===== config.mk =====
export PLATFORM = sky130hd
export DESIGN_NAME = substring_first_match
export DESIGN_NICKNAME = d
export VERILOG_FILES = /design/src/ssm_pkg.sv /design/src/ssm_in_stage.sv /design/src/ssm_match_core.sv /design/src/substring_first_match.sv
export SDC_FILE = /design/constraint.sdc
export NUM_CORES = 1
export LEC_CHECK = 0
export BUFFER_PORTS_ARGS = -buffer_cell sky130_fd_sc_hd__buf_2
export CORE_MARGIN = 4
export CORE_UTILIZATION = 58
export DETAILED_ROUTE_END_ITERATION = 12
export PLACE_DENSITY = 0.75
export SYNTH_ARGS = -nofsm -noshare
export SYNTH_HDL_FRONTEND = slang
export SYNTH_SLANG_ARGS = --single-unit
export TNS_END_PERCENT = 30

===== constraint.sdc =====
create_clock -name aclk -period 24.9 [get_ports aclk]
set_input_delay 3.735 -clock aclk [delete_from_list [all_inputs] [get_ports aclk]]
set_output_delay 3.735 -clock aclk [all_outputs]
set_load 0.05 [all_outputs]

===== src/ssm_pkg.sv =====
package ssm_pkg;

    // Kind of symbol carried on the input tuser line.
    localparam logic MODE_PATTERN = 1'b0;
    localparam logic MODE_TEXT    = 1'b1;

    // Result status codes.
    typedef enum logic [1:0] {
        ST_FOUND     = 2'd0,
        ST_NOT_FOUND = 2'd1,
        ST_TOO_LONG  = 2'd2
    } status_t;

    // Control part of one input word.
    typedef struct packed {
        logic mode;
        logic last;
    } item_ctl_t;

endpackage


===== src/ssm_in_stage.sv =====
module ssm_in_stage #(
    parameter int SYMBOL_BITS = 8
) (
    input  logic                   aclk,
    input  logic                   aresetn,
    input  logic                   s_tvalid,
    output logic                   s_tready,
    input  logic [SYMBOL_BITS-1:0] s_symbol,
    input  ssm_pkg::item_ctl_t     s_ctl,
    input  logic                   take,
    output logic                   item_valid,
    output logic [SYMBOL_BITS-1:0] item_symbol,
    output ssm_pkg::item_ctl_t     item_ctl
);

    logic                   valid_reg;
    logic                   valid_next;
    logic [SYMBOL_BITS-1:0] symbol_reg;
    ssm_pkg::item_ctl_t     ctl_reg;

    // The register may be refilled in the same cycle that the core takes its word.
    assign s_tready   = !valid_reg || take;
    assign valid_next = (s_tvalid && s_tready) || (valid_reg && !take);

    always_ff @(posedge aclk) begin
        if (!aresetn) begin
            valid_reg <= 1'b0;
        end else begin
            valid_reg <= valid_next;
        end
    end

    // Payload needs no reset.
    always_ff @(posedge aclk) begin
        if (s_tvalid && s_tready) begin
            symbol_reg <= s_symbol;
            ctl_reg    <= s_ctl;
        end
    end

    assign item_valid  = valid_reg;
    assign item_symbol = symbol_reg;
    assign item_ctl    = ctl_reg;

endmodule


===== src/ssm_match_core.sv =====
module ssm_match_core #(
    parameter int MAX_PATTERN   = 16,
    parameter int SYMBOL_BITS   = 8,
    parameter int POSITION_BITS = 16
) (
    input  logic                     aclk,
    input  logic                     aresetn,
    input  logic                     item_valid,
    input  logic [SYMBOL_BITS-1:0]   item_symbol,
    input  ssm_pkg::item_ctl_t       item_ctl,
    output logic                     take,
    output logic                     m_tvalid,
    input  logic                     m_tready,
    output ssm_pkg::status_t         m_status,
    output logic [POSITION_BITS-1:0] m_position
);

    localparam int LEN_W = $clog2(MAX_PATTERN + 1);
    localparam logic [LEN_W-1:0] LEN_MAX = LEN_W'(MAX_PATTERN);
    localparam logic [POSITION_BITS-1:0] POS_MAX = {POSITION_BITS{1'b1}};

    // Pattern and window are both held with the newest symbol at the top lane,
    // so pattern symbol i of a pattern of length n sits in lane MAX_PATTERN-n+i,
    // exactly where the window holds the matching text symbol.
    logic [SYMBOL_BITS-1:0]   pat_reg   [MAX_PATTERN];
    logic [SYMBOL_BITS-1:0]   win_reg   [MAX_PATTERN];
    logic [SYMBOL_BITS-1:0]   win_shift [MAX_PATTERN];
    logic [MAX_PATTERN-1:0]   lane_ok;

    logic [LEN_W-1:0]         len_reg,   len_next;
    logic                     ovf_reg,   ovf_next;
    logic                     load_reg,  load_next;
    logic [LEN_W-1:0]         fill_reg,  fill_next;
    logic [POSITION_BITS-1:0] index_reg, index_next;
    logic                     done_reg,  done_next;
    logic                     out_valid_reg, out_valid_next;
    ssm_pkg::status_t         status_reg, status_next;
    logic [POSITION_BITS-1:0] pos_reg,    pos_next;

    logic                     pat_shift_en;
    logic                     win_shift_en;
    logic                     res_load;
    logic                     sym_zero;
    logic                     text_ends;
    logic [LEN_W-1:0]         len_base;
    logic [LEN_W-1:0]         fill_inc;
    logic                     window_hit;
    logic [POSITION_BITS-1:0] found_pos;

    // A word is taken when the result register is free or being emptied.
    assign take = item_valid && (!out_valid_reg || m_tready);

    // Window as it stands after the current text symbol is shifted in.
    generate
        for (genvar k = 0; k < MAX_PATTERN; k++) begin : g_lane
            if (k < MAX_PATTERN - 1) begin : g_mid
                assign win_shift[k] = win_reg[k+1];
            end else begin : g_top
                assign win_shift[k] = item_symbol;
            end
            // Lanes below the pattern's start take no part in the compare.
            assign lane_ok[k] = ((k + int'(len_reg)) < MAX_PATTERN)
                                || (win_shift[k] == pat_reg[k]);
        end
    endgenerate

    assign sym_zero   = (item_symbol == '0);
    assign text_ends  = item_ctl.last || sym_zero;
    assign len_base   = load_reg ? len_reg : '0;
    assign fill_inc   = (fill_reg < LEN_MAX) ? fill_reg + LEN_W'(1) : fill_reg;
    assign window_hit = (len_reg != '0) && (fill_inc >= len_reg) && (&lane_ok);
    assign found_pos  = (index_reg == POS_MAX) ? POS_MAX
                        : index_reg - POSITION_BITS'(len_reg) + POSITION_BITS'(1);

    // Next state and result for the word being taken.
    always_comb begin
        len_next       = len_reg;
        ovf_next       = ovf_reg;
        load_next      = load_reg;
        fill_next      = fill_reg;
        index_next     = index_reg;
        done_next      = done_reg;
        pat_shift_en   = 1'b0;
        win_shift_en   = 1'b0;
        res_load       = 1'b0;
        status_next    = ssm_pkg::ST_NOT_FOUND;
        pos_next       = '0;
        out_valid_next = out_valid_reg && !m_tready;

        if (take) begin
            if (item_ctl.mode == ssm_pkg::MODE_PATTERN) begin
                // A pattern word while not loading starts a new pattern and drops the text.
                if (!load_reg) begin
                    ovf_next   = 1'b0;
                    fill_next  = '0;
                    index_next = '0;
                    done_next  = 1'b0;
                end
                len_next = len_base;
                if (sym_zero) begin
                    load_next = 1'b0;
                end else begin
                    if (len_base < LEN_MAX) begin
                        pat_shift_en = 1'b1;
                        len_next     = len_base + LEN_W'(1);
                    end else begin
                        ovf_next = 1'b1;
                    end
                    load_next = !item_ctl.last;
                end
            end else begin
                load_next = 1'b0;
                if (done_reg) begin
                    // Text after a result is skipped until it ends.
                    if (text_ends) begin
                        fill_next  = '0;
                        index_next = '0;
                        done_next  = 1'b0;
                    end
                end else if (ovf_reg || len_reg == '0) begin
                    res_load    = 1'b1;
                    status_next = ovf_reg ? ssm_pkg::ST_TOO_LONG : ssm_pkg::ST_NOT_FOUND;
                    if (text_ends) begin
                        fill_next  = '0;
                        index_next = '0;
                    end else begin
                        done_next = 1'b1;
                    end
                end else if (sym_zero) begin
                    res_load   = 1'b1;
                    fill_next  = '0;
                    index_next = '0;
                end else begin
                    win_shift_en = 1'b1;
                    fill_next    = fill_inc;
                    if (index_reg != POS_MAX) begin
                        index_next = index_reg + POSITION_BITS'(1);
                    end
                    if (window_hit) begin
                        res_load    = 1'b1;
                        status_next = ssm_pkg::ST_FOUND;
                        pos_next    = found_pos;
                    end else if (item_ctl.last) begin
                        res_load = 1'b1;
                    end
                    if (item_ctl.last) begin
                        fill_next  = '0;
                        index_next = '0;
                    end else if (window_hit) begin
                        done_next = 1'b1;
                    end
                end
            end
            if (res_load) begin
                out_valid_next = 1'b1;
            end
        end
    end

    always_ff @(posedge aclk) begin
        if (!aresetn) begin
            len_reg       <= '0;
            ovf_reg       <= 1'b0;
            load_reg      <= 1'b0;
            fill_reg      <= '0;
            index_reg     <= '0;
            done_reg      <= 1'b0;
            out_valid_reg <= 1'b0;
        end else begin
            len_reg       <= len_next;
            ovf_reg       <= ovf_next;
            load_reg      <= load_next;
            fill_reg      <= fill_next;
            index_reg     <= index_next;
            done_reg      <= done_next;
            out_valid_reg <= out_valid_next;
        end
    end

    // Pattern store, window and result payload carry no reset.
    always_ff @(posedge aclk) begin
        if (pat_shift_en) begin
            for (int k = 0; k < MAX_PATTERN - 1; k++) begin
                pat_reg[k] <= pat_reg[k+1];
            end
            pat_reg[MAX_PATTERN-1] <= item_symbol;
        end
        if (win_shift_en) begin
            for (int k = 0; k < MAX_PATTERN; k++) begin
                win_reg[k] <= win_shift[k];
            end
        end
        if (res_load) begin
            status_reg <= status_next;
            pos_reg    <= pos_next;
        end
    end

    assign m_tvalid   = out_valid_reg;
    assign m_status   = status_reg;
    assign m_position = pos_reg;

endmodule


===== src/substring_first_match.sv =====
// First-occurrence substring search over a symbol stream.
// Input words arrive on the s_ channel: tuser gives the kind (0 pattern
// symbol, 1 text symbol), tdata the symbol and tlast the final symbol of a
// pattern or of a text. Load the pattern first; a zero symbol also ends it.
// Text symbols then stream in and are compared against the stored pattern
// in a sliding window, all lanes in parallel.
// A text that ends yields one result word on m_: found with the start position,
// not found (at its end, if a pattern is stored) or pattern too long.
// From input acceptance to m_tvalid a word passes one input register, then
// the window compare feeding the result register. Throughput is one word
// per cycle while no result waits on a low m_tready, set by the combinational
// window compare and the state update that the next word relies on.
// While a result is held by a low m_tready, the input register still
// accepts one word, after which s_tready falls until the result is taken.
// Reset clears the pattern length, window fill, index and handshake state;
// a text sent before any pattern reports not found.
module substring_first_match #(
    parameter int MAX_PATTERN   = 16,
    parameter int SYMBOL_BITS   = 8,
    parameter int POSITION_BITS = 16,
    localparam int S_DATA_W = ((SYMBOL_BITS + 7) / 8) * 8,
    localparam int M_DATA_W = ((POSITION_BITS + 2 + 7) / 8) * 8
) (
    input  logic                aclk,
    input  logic                aresetn,
    input  logic                s_tvalid,
    output logic                s_tready,
    input  logic [S_DATA_W-1:0] s_tdata,   // symbol
    input  logic                s_tuser,   // mode
    input  logic                s_tlast,   // last
    output logic                m_tvalid,
    input  logic                m_tready,
    output logic [M_DATA_W-1:0] m_tdata    // status, position
);

    logic                     item_valid;
    logic                     take;
    logic [SYMBOL_BITS-1:0]   item_symbol;
    ssm_pkg::item_ctl_t       s_ctl;
    ssm_pkg::item_ctl_t       item_ctl;
    ssm_pkg::status_t         res_status;
    logic [POSITION_BITS-1:0] res_position;

    assign s_ctl.mode = s_tuser;
    assign s_ctl.last = s_tlast;

    ssm_in_stage #(
        .SYMBOL_BITS (SYMBOL_BITS)
    ) u_in_stage (
        .aclk        (aclk),
        .aresetn     (aresetn),
        .s_tvalid    (s_tvalid),
        .s_tready    (s_tready),
        .s_symbol    (s_tdata[SYMBOL_BITS-1:0]),
        .s_ctl       (s_ctl),
        .take        (take),
        .item_valid  (item_valid),
        .item_symbol (item_symbol),
        .item_ctl    (item_ctl)
    );

    ssm_match_core #(
        .MAX_PATTERN   (MAX_PATTERN),
        .SYMBOL_BITS   (SYMBOL_BITS),
        .POSITION_BITS (POSITION_BITS)
    ) u_match_core (
        .aclk        (aclk),
        .aresetn     (aresetn),
        .item_valid  (item_valid),
        .item_symbol (item_symbol),
        .item_ctl    (item_ctl),
        .take        (take),
        .m_tvalid    (m_tvalid),
        .m_tready    (m_tready),
        .m_status    (res_status),
        .m_position  (res_position)
    );

    // Result word: status in the low bits, position above, zero padding on top.
    assign m_tdata = M_DATA_W'({res_position, res_status});

`ifndef SYNTHESIS
    // The core only takes a word that the input register holds.
    assert property (@(posedge aclk) disable iff (!aresetn) take |-> item_valid)
        else $error("core took a word from an empty input register");

    // A stalled result is never overwritten by a new word.
    assert property (@(posedge aclk) disable iff (!aresetn)
        (m_tvalid && !m_tready) |-> !take)
        else $error("stalled result overwritten");

    // Only a found result carries a position.
    assert property (@(posedge aclk) disable iff (!aresetn)
        (m_tvalid && res_status != ssm_pkg::ST_FOUND) |-> (res_position == '0))
        else $error("position set on a result that is not found");
`endif

endmodule


Word level (Yosys, flattened, before mapping)
Memory sizes are Yosys's and may differ from the RTL's.
Index checks and enable logic that the tools add are counted.
- register bits after elaboration: 59
- RAM bits: 256
- bits of input ports: 14
- output and inout bits: 26
- logic and storage cells: 178
- memories kept: 2
- $add $sub $neg: 20
- magnitude comparators: 19
- eq/ne operators: 20
- multiplexer cells: 60
- bitwise operators: 3
- reduce and logical (&&, ||, !) cells: 41
- memory list (memory ; words ; bits a word ; read ports ; clocked after Yosys merged registers in ; wr ports ; RTL line ; source):
    u_match_core.pat_reg ; 16 ; 8 ; 16 ; 0 ; 16 ; ssm_match_core.sv:25 ; logic [SYMBOL_BITS-1:0] pat_reg [MAX_PATTERN];
    u_match_core.win_reg ; 16 ; 8 ; 15 ; 0 ; 16 ; ssm_match_core.sv:26 ; logic [SYMBOL_BITS-1:0] win_reg [MAX_PATTERN];
- operators with widths (cell ; number):
    $lt 32x6->1 const B ; 15
    $mux 16 ; 9
    $eq 8x8->1 ; 16
    $mux 5 ; 11
    $add 4x5->6 const A ; 8
    $mux 1 ; 37
    $add 16x1->16 const B ; 2
    $add 3x5->6 const A ; 4
    $logic_or 1x1->1 ; 21
    $eq 16x16->1 const B ; 1
    $ne 16x16->1 const B ; 1
    $reduce_and 16->1 ; 1
    $sub 16x5->16 ; 1
    $lt 5x5->1 const B ; 3
    $add 2x5->6 const A ; 2
    $add 5x1->5 const B ; 2
    $logic_not 8->1 ; 1
    $add 1x5->6 const A ; 1
    $logic_and 1x1->1 ; 6
    $mux 2 ; 3
    $ne 6x2->1 const B ; 1
    $reduce_or 6->1 ; 1
    $ge 5x5->1 ; 1
    $logic_not 1->1 ; 5
    other kinds (7) ; 10

Depth between registers and ports, before layout
Gate-level depths: netlist of the first run.
- depth after elaboration: 13
- mapped depth: 13
- mapped depth without buffers: 13

By module
A second synthesis of the first run with hierarchy kept.
- cell total of the unflattened synthesis: 819
- area, all modules: 12618.4 µm²
- by module, submodules not included (module ; times used ; cells each ; area an instance (µm²) ; seq. area each (µm²)):
    ssm_match_core ; 1 ; 797 ; 12211.7 ; 8588.2
    ssm_in_stage ; 1 ; 15 ; 357.8 ; 320.3
    substring_first_match ; 1 ; 7 ; 48.8 ; 0.0

Worst setup path after synthesis of the first run
No wires, ideal clock.
- path type: in2reg
- start: input port m_tready
- end: register u_match_core.pos_reg[9] (netlist: u_match_core.m_position[9]), data pin
- setup time: 146 ps
- arrival: 17460 ps
- data required time: 24754 ps
- setup slack: 7294 ps
- stages on the path: 6
- path buffers: 1
- cell sequence: nand2b_1 -> nand3_1 -> nor4_1 -> nor4b_4 -> buf_4 -> a21boi_1
- cells in the longest elaborated chain, start to end: 4
- ends and longest elaborated chain (element ; RTL line ; source):
    from (decl) ; substring_first_match.sv:32 ; input logic m_tready,
    $logic_or 1x1->1 ; ssm_match_core.sv:51 ; assign take = item_valid && (!out_valid_reg || m_tready);
    $logic_and 1x1->1 ; ssm_match_core.sv:51 ;
    $not 1->1 (no source line) ; -- ;
    $reduce_or 6->1 (no source line) ; -- ;
    to (signal assigned) ; ssm_match_core.sv:195 ; pos_reg <= pos_next;
    to (decl) ; ssm_match_core.sv:38 ; logic [POSITION_BITS-1:0] pos_reg, pos_next;
Every way passes these cells.
A chain may end at the register's enable or synchronous reset.

Worst setup path after layout of the first run
- start: input port m_tready
- end: output port s_tready
- cells in the longest elaborated chain, start to end: 3
- ends and longest elaborated chain (element ; RTL line ; source):
    $logic_or 1x1->1 ; ssm_match_core.sv:51 ;
    $logic_and 1x1->1 ; ssm_match_core.sv:51 ;
    $logic_or 1x1->1 ; ssm_in_stage.sv:22 ; assign s_tready = !valid_reg || take;
    to (decl) ; substring_first_match.sv:27 ; output logic s_tready,
Every way passes these cells.

==> impl_metrics.yaml, run 1 <==
outcome:
  status: "complete, no violations"
detailed_routing:
  first_pass_iters: 5
  wl_per_cell_um: 19.75
  ant_nets: 0
  drt_first_iter_violations: 612
  viasPerCell: 5.762
  vias: 6828
  routed_wl_um: 23410
  drcViolationCount: 0
critical_path:
  cp.required_ns: 21.16
  cp.arrival_ns: 4.43
  cp-end-kind: "output pin"
  startpoint_type: "input port"
  criticalPathCategory: "in2out"
  worstSetupStartpoint: "m_tready"
  r2r-start: "u_match_core.len_reg[4]$_SDFFE_PN0P_"
  crit_path_max_fanout: 5
global_routing:
  grt_pass1_vias: 7223
  grt_max_degree: 71
  grt.total_usage: 0.1921
  antenna_found_initial: 0
  grt_first_pass_wirelength_um: 36700
  grt-ovfl-total: 0
timing:
  slew_violations: 0
  layout_min_cycle_time_ns: 8.164
  setup_slack_ns: 16.74
  finalCritPeriodShare: 0.3279
  max_freq_mhz: 122.5
  finalClockSkew_ns: 0.008766
  setup-violations-final: 0
  slew_headroom: 0.2273
  grt_setup_unrepaired: "no"
  worst_slew_pin_slew_ns: 1.150
  tns_ns: 0
  final_hold_viol_count: 0
logic_synthesis:
  synthCells: 830
  syn_avg_cell_area_um2: 15.27
  synthTopCellsByArea: "edfxtp_1 (65%), xor2_1 (8.9%), dfxtp_1 (4.9%), ha_1 (3.7%), xnor2_1 (1.9%)"
  synth_top_area_frac: 0.6540
  synth-edff-count: 276
  synth_top_family_by_area: "XOR/XNOR gates"
  ys_seq_area_frac: 0.7029
  async_flop_share: 0
  yosys_warnings: 0
  yosysTopAreaCell: "edfxtp_1"
  synthAdderAreaFrac: 0.03811
  synthFlopType: "edfxtp_1"
  synthMuxAreaShare: 0.0008885
  synthXorXnorAreaFrac: 0.1085
  ys_types: 55
  post-synth-top-count-cell: "edfxtp_1"
  synthTopCellsByCount: "edfxtp_1 (276), xor2_1 (129), ha_1 (37), nor2_1 (35), nor4_1 (32)"
  synth-seq-cells: 307
  syn-cell-area_um2: 12670
  synth_compound_area_frac: 0.06042
  synthSimpleGateAreaFrac: 0.07286
placement:
  gp_congestion: 0.8972
  dp_hpwl_um: 16010
  portBuffers: 33
  dp_cells: 1129
  place_area_um2: 13150
  preCtsSetupSlack_ns: 16.75
power_and_ir_drop:
  vdd_drop_max_mv: 0.06222
  power_w: 0.001058
  p_per_area_nw_per_um2: 74.63
  p_leak_nw: 4.940
clocking:
  cts-root-buf: "clkbuf_16"
  post_cts_buffers: 0
  post_cts_resize_count: 0
  numClockSinks: 307
  clock_latency_ns: 0.54
  ctsHoldBuffers: 0
  clkTransAtPathRegs_ns: 0.06
  cts_buffers: 30
  cts.path.max_buffers: 3
  cts_tree: "yes"
  h-tree-depth: 1
job:
  cap_violations: 0
finish:
  antenna-diode-count: 0
  instances_no_fill: 1185
  nFillCells: 1437
  syn2layout_area_growth_pct: 11.84
  largest_register_ffs: 128
  final_nets: 938
  layout-drive-gt1-share: 0.1044
  final_cell_area_um2: 14170
min_path:
  hold_class: "reg2reg"
  min_from: "u_match_core.win_reg[0][59]$_DFFE_PP_"
die:
  ioPinCount: 40
  die_area_um2: 24280
  fp.coreArea_um2: 21290
  die_height_um: 155.8
  die_x_um: 155.8
  start_util: 0.5954
  num_rows: 53
==> cells by family (layout without fill, tap and decap cells) <==
kind of cell	count (synthesis)	after routing
DFF	307	307
and+or+nand+nor	168	168
xor gates and xnor gates	157	157
AOI/OAI and AO/OA	113	113
buffers and inverters	45	120
adders and majority gates	38	38
other	1	6
muxes	1	1
==> worst max-delay path, stage by stage <==
cell and delay (ns):
buf_2 0.11, nor2b_1 0.24, nand2_1 0.11, buf_2 0.22
==> path summary, 6_finish.rpt <==
| kind | slack, ns | depth (start not counted) | to |
|---|---|---|---|
| max reg2reg | 21.18 | 7 | u_match_core.m_position[14]$_SDFFCE_PP0P_ |
| max | 16.74 | 4 | s_tready |
| min | 0.47 | 0 | u_match_core.win_reg[0][51]$_DFFE_PP_ |
| min reg2reg | 0.47 | 0 | u_match_core.win_reg[0][51]$_DFFE_PP_ |
==> where the power goes <==
| part | switching [W] | total [W] | internal [W] |
|---|---|---|---|
| clock | 0.000182 | 0.000461 | 0.000279 |
| sequential | 0.00000643 | 0.000574 | 0.000567 |
| combinational | 0.0000171 | 0.0000235 | 0.00000643 |
==> layout by cell type (no fill, tap or decap), types with 11 or more instances in the layout <==
cell type  count
a21boi_1      13
a21oi_1       25
buf_2         33
clkbuf_16     31
dfxtp_1       31
edfxtp_1     276
ha_1          37
inv_1         26
nand2_1       27
nand4_1       11
nor2_1        35
nor3_1        11
nor4_1        31
o21ai_0       18
xnor2_1       28
xor2_1       129
==> metrics by stage <==
| step | hold slack (ns) | utilization |
|---|---|---|
| after floorplan | 0.4473 | - |
| after global placement | 0.4484 | 0.6179 |
| after detailed placement | 0.4543 | 0.6179 |
| after CTS | 0.4668 | 0.6658 |
| after global routing | 0.4727 | 0.6658 |
| final | 0.4660 | 0.6658 |
==> layer usage <==
metal  vias to the layer above  global-route usage  routed length [µm]
met1                      3375              0.2282                9115
met4                         0             0.05461                 608
met2                       208              0.3545               12470
met3                        53             0.03856                1216
met5                         -                   0                   0
li1                       3192                   -                   -
==> layout make-up <==
class | instances | area (µm²) | share of cell area
sequential | 307 | 8909 | 0.6285
clock inverter | 19 | 222.7 | 0.01571
multi-input combinational | 483 | 3600 | 0.2540
clock buffer | 37 | 798.3 | 0.05632
inverter | 26 | 97.59 | 0.006886
timing repair buffer | 38 | 202.7 | 0.01430
tap | 275 | 344.1 | 0.02428
Power figures use the tool's default switching activity.
==> run 2, diff against run 1 <==
- CORE_UTILIZATION: 58 -> 56
- PLACE_DENSITY: 0.75 -> 0.76
- clock period: 24.9 -> 6.6 ns (I/O delays scaled with it)
==> run 2 against run 1 <==
Clock-buffer cell count up 7; register-to-register slack worse by 18 ns; combinational power rose to 3.8 times the previous value; sequential share of layout area up 0.49 points; final cell count up 0.34%.
==> impl_metrics.yaml, run 2 (same netlist as run 1, synthesis figures left out) <==
finish:
  antenna-diode-count: 0
  final_nets: 937
  largest_register_ffs: 128
  final_common_cell: "edfxtp_1"
  nFillCells: 1579
  layout_common_cells: "edfxtp_1 (276), xor2_1 (129), ha_1 (37)"
  syn2layout_area_growth_pct: 10.98
  final_cell_area_um2: 14060
  layout-drive-gt1-share: 0.09681
clocking:
  h-tree-depth: 1
  cts-root-buf: "clkbuf_16"
  cts_tree: "yes"
  cts_buffers: 30
  clkTransAtPathRegs_ns: 0.06
  clock_latency_ns: 0.55
  ctsHoldBuffers: 0
  post_cts_buffers: 0
  cts.path.max_buffers: 3
  post_cts_resize_count: 0
  numClockSinks: 307
timing:
  final_hold_viol_count: 0
  max_freq_mhz: 281.5
  finalClockSkew_ns: 0.01222
  layout_min_cycle_time_ns: 3.552
  finalCritPeriodShare: 0.5382
  hold_slack_ns: 0.4657
  slew_headroom: 0.2266
  worst_slew_pin_slew_ns: 1.151
  grt_setup_unrepaired: "no"
  setup-violations-final: 0
  slew_violations: 0
detailed_routing:
  wl_per_cell_um: 18.36
  viasPerCell: 5.631
  first_pass_iters: 6
  drt_first_iter_violations: 561
  drcViolationCount: 0
  ant_nets: 0
  vias: 6695
  routed_wl_um: 21830
power_and_ir_drop:
  p_leak_nw: 4.882
  p_per_area_nw_per_um2: 269.9
  vdd_drop_max_mv: 0.2250
critical_path:
  crit_path_max_incr_delay_ns: 0.73
  cp-end-kind: "register"
  path_buf_inv: 0
  cp.arrival_ns: 3.73
  path_delay_family: "compound AO/OA/AOI/OAI gates"
  criticalPathCategory: "reg2reg"
  worstSetupStartpoint: "u_match_core.pat_reg[0][23]$_DFFE_PP_"
  crit_chain: "xor2_1 -> nor4_1 -> a21oi_1 -> a311oi_1 -> o2111ai_1 -> nor3_1 -> o21a_1"
  crit_path_max_fanout: 18
  cp.required_ns: 6.77
  critPathSlowestCell: "o21a_1"
  r2r-start: "u_match_core.pat_reg[0][23]$_DFFE_PP_"
  startpoint_type: "register"
global_routing:
  grt.total_usage: 0.1738
  antenna_found_initial: 0
  grt-ovfl-total: 0
  grt_first_pass_wirelength_um: 34060
  grt_pass1_vias: 6724
  grt_max_degree: 131
min_path:
  hold_class: "reg2reg"
  min_from: "u_match_core.pat_reg[0][49]$_DFFE_PP_"
die:
  die_x_um: 158.4
  start_util: 0.5754
  num_rows: 54
  fp.coreArea_um2: 22030
  die_area_um2: 25100
  ioPinCount: 40
  die_height_um: 158.4
placement:
  portBuffers: 33
  dp_hpwl_um: 14760
  gp_congestion: 0.8227
  place_area_um2: 13170
outcome:
  status: "complete, no violations"
job:
  cap_violations: 0
==> run 2: cell types whose count changed in the layout (fill, tap and decap cells not counted), sizes merged <==
cell / delta
bufinv: -5
clkbuf: +7
buf: -1
clkinvlp: -2
==> run 2: area by class of cell <==
cell class,count,area [µm²],area share
clock buffers,44,834.6,0.05934
clock inverters,12,57.56,0.004092
inverters,26,97.59,0.006939
multi-input cells,483,3608,0.2566
flip-flops and latches,307,8909,0.6334
well taps,280,350.3,0.02491
repair buffers,37,207.7,0.01477
==> run 2: path summary, 6_finish.rpt <==
path	endpoint	slack (ns)	cells after the start
setup / recovery	u_match_core.m_position[1]$_SDFFCE_PP0P_	3.05	7
hold / removal	u_match_core.pat_reg[0][41]$_DFFE_PP_	0.47	0
setup reg to reg	u_match_core.m_position[1]$_SDFFCE_PP0P_	3.05	7
hold reg to reg	u_match_core.pat_reg[0][41]$_DFFE_PP_	0.47	0
==> run 2: worst register-to-register path: cells and delay by family (launching register included) <==
kind | cells | cell delay (ns)
compound gates | 4 | 1.52
simple gates | 2 | 1.07
xor+xnor | 1 | 0.18
flops | 1 | 0.41
==> run 2: where the power goes <==
part	internal (W)	leakage, nW	switching, W
sequential	0.00214	2.78	0.0000230
combinational	0.0000248	1.68	0.0000641
clock	0.000871	0.429	0.000673
==> run 2: per-stage QoR <==
step,worst slack [ns],utilization,power (W),setup TNS [ns],cells
after floorplan,-0.9433,-,0.002268,-83.97,835
after global placement,2.994,0.5980,0.002290,0,1133
after detailed placement,2.935,0.5980,0.002294,0,1133
after CTS,3.120,0.6385,0.003827,0,1189
after global routing,2.914,0.6385,0.003915,0,1189
final,3.048,0.6385,0.003796,0,1189
==> run 2: routing by layer <==
| layer | global-route usage | routed length, µm |
|---|---|---|
| met3 | 0.02691 | 961 |
| met1 | 0.2223 | 9000 |
| met4 | 0.04102 | 524 |
| met2 | 0.3136 | 11340 |
| met5 | 0 | 0 |
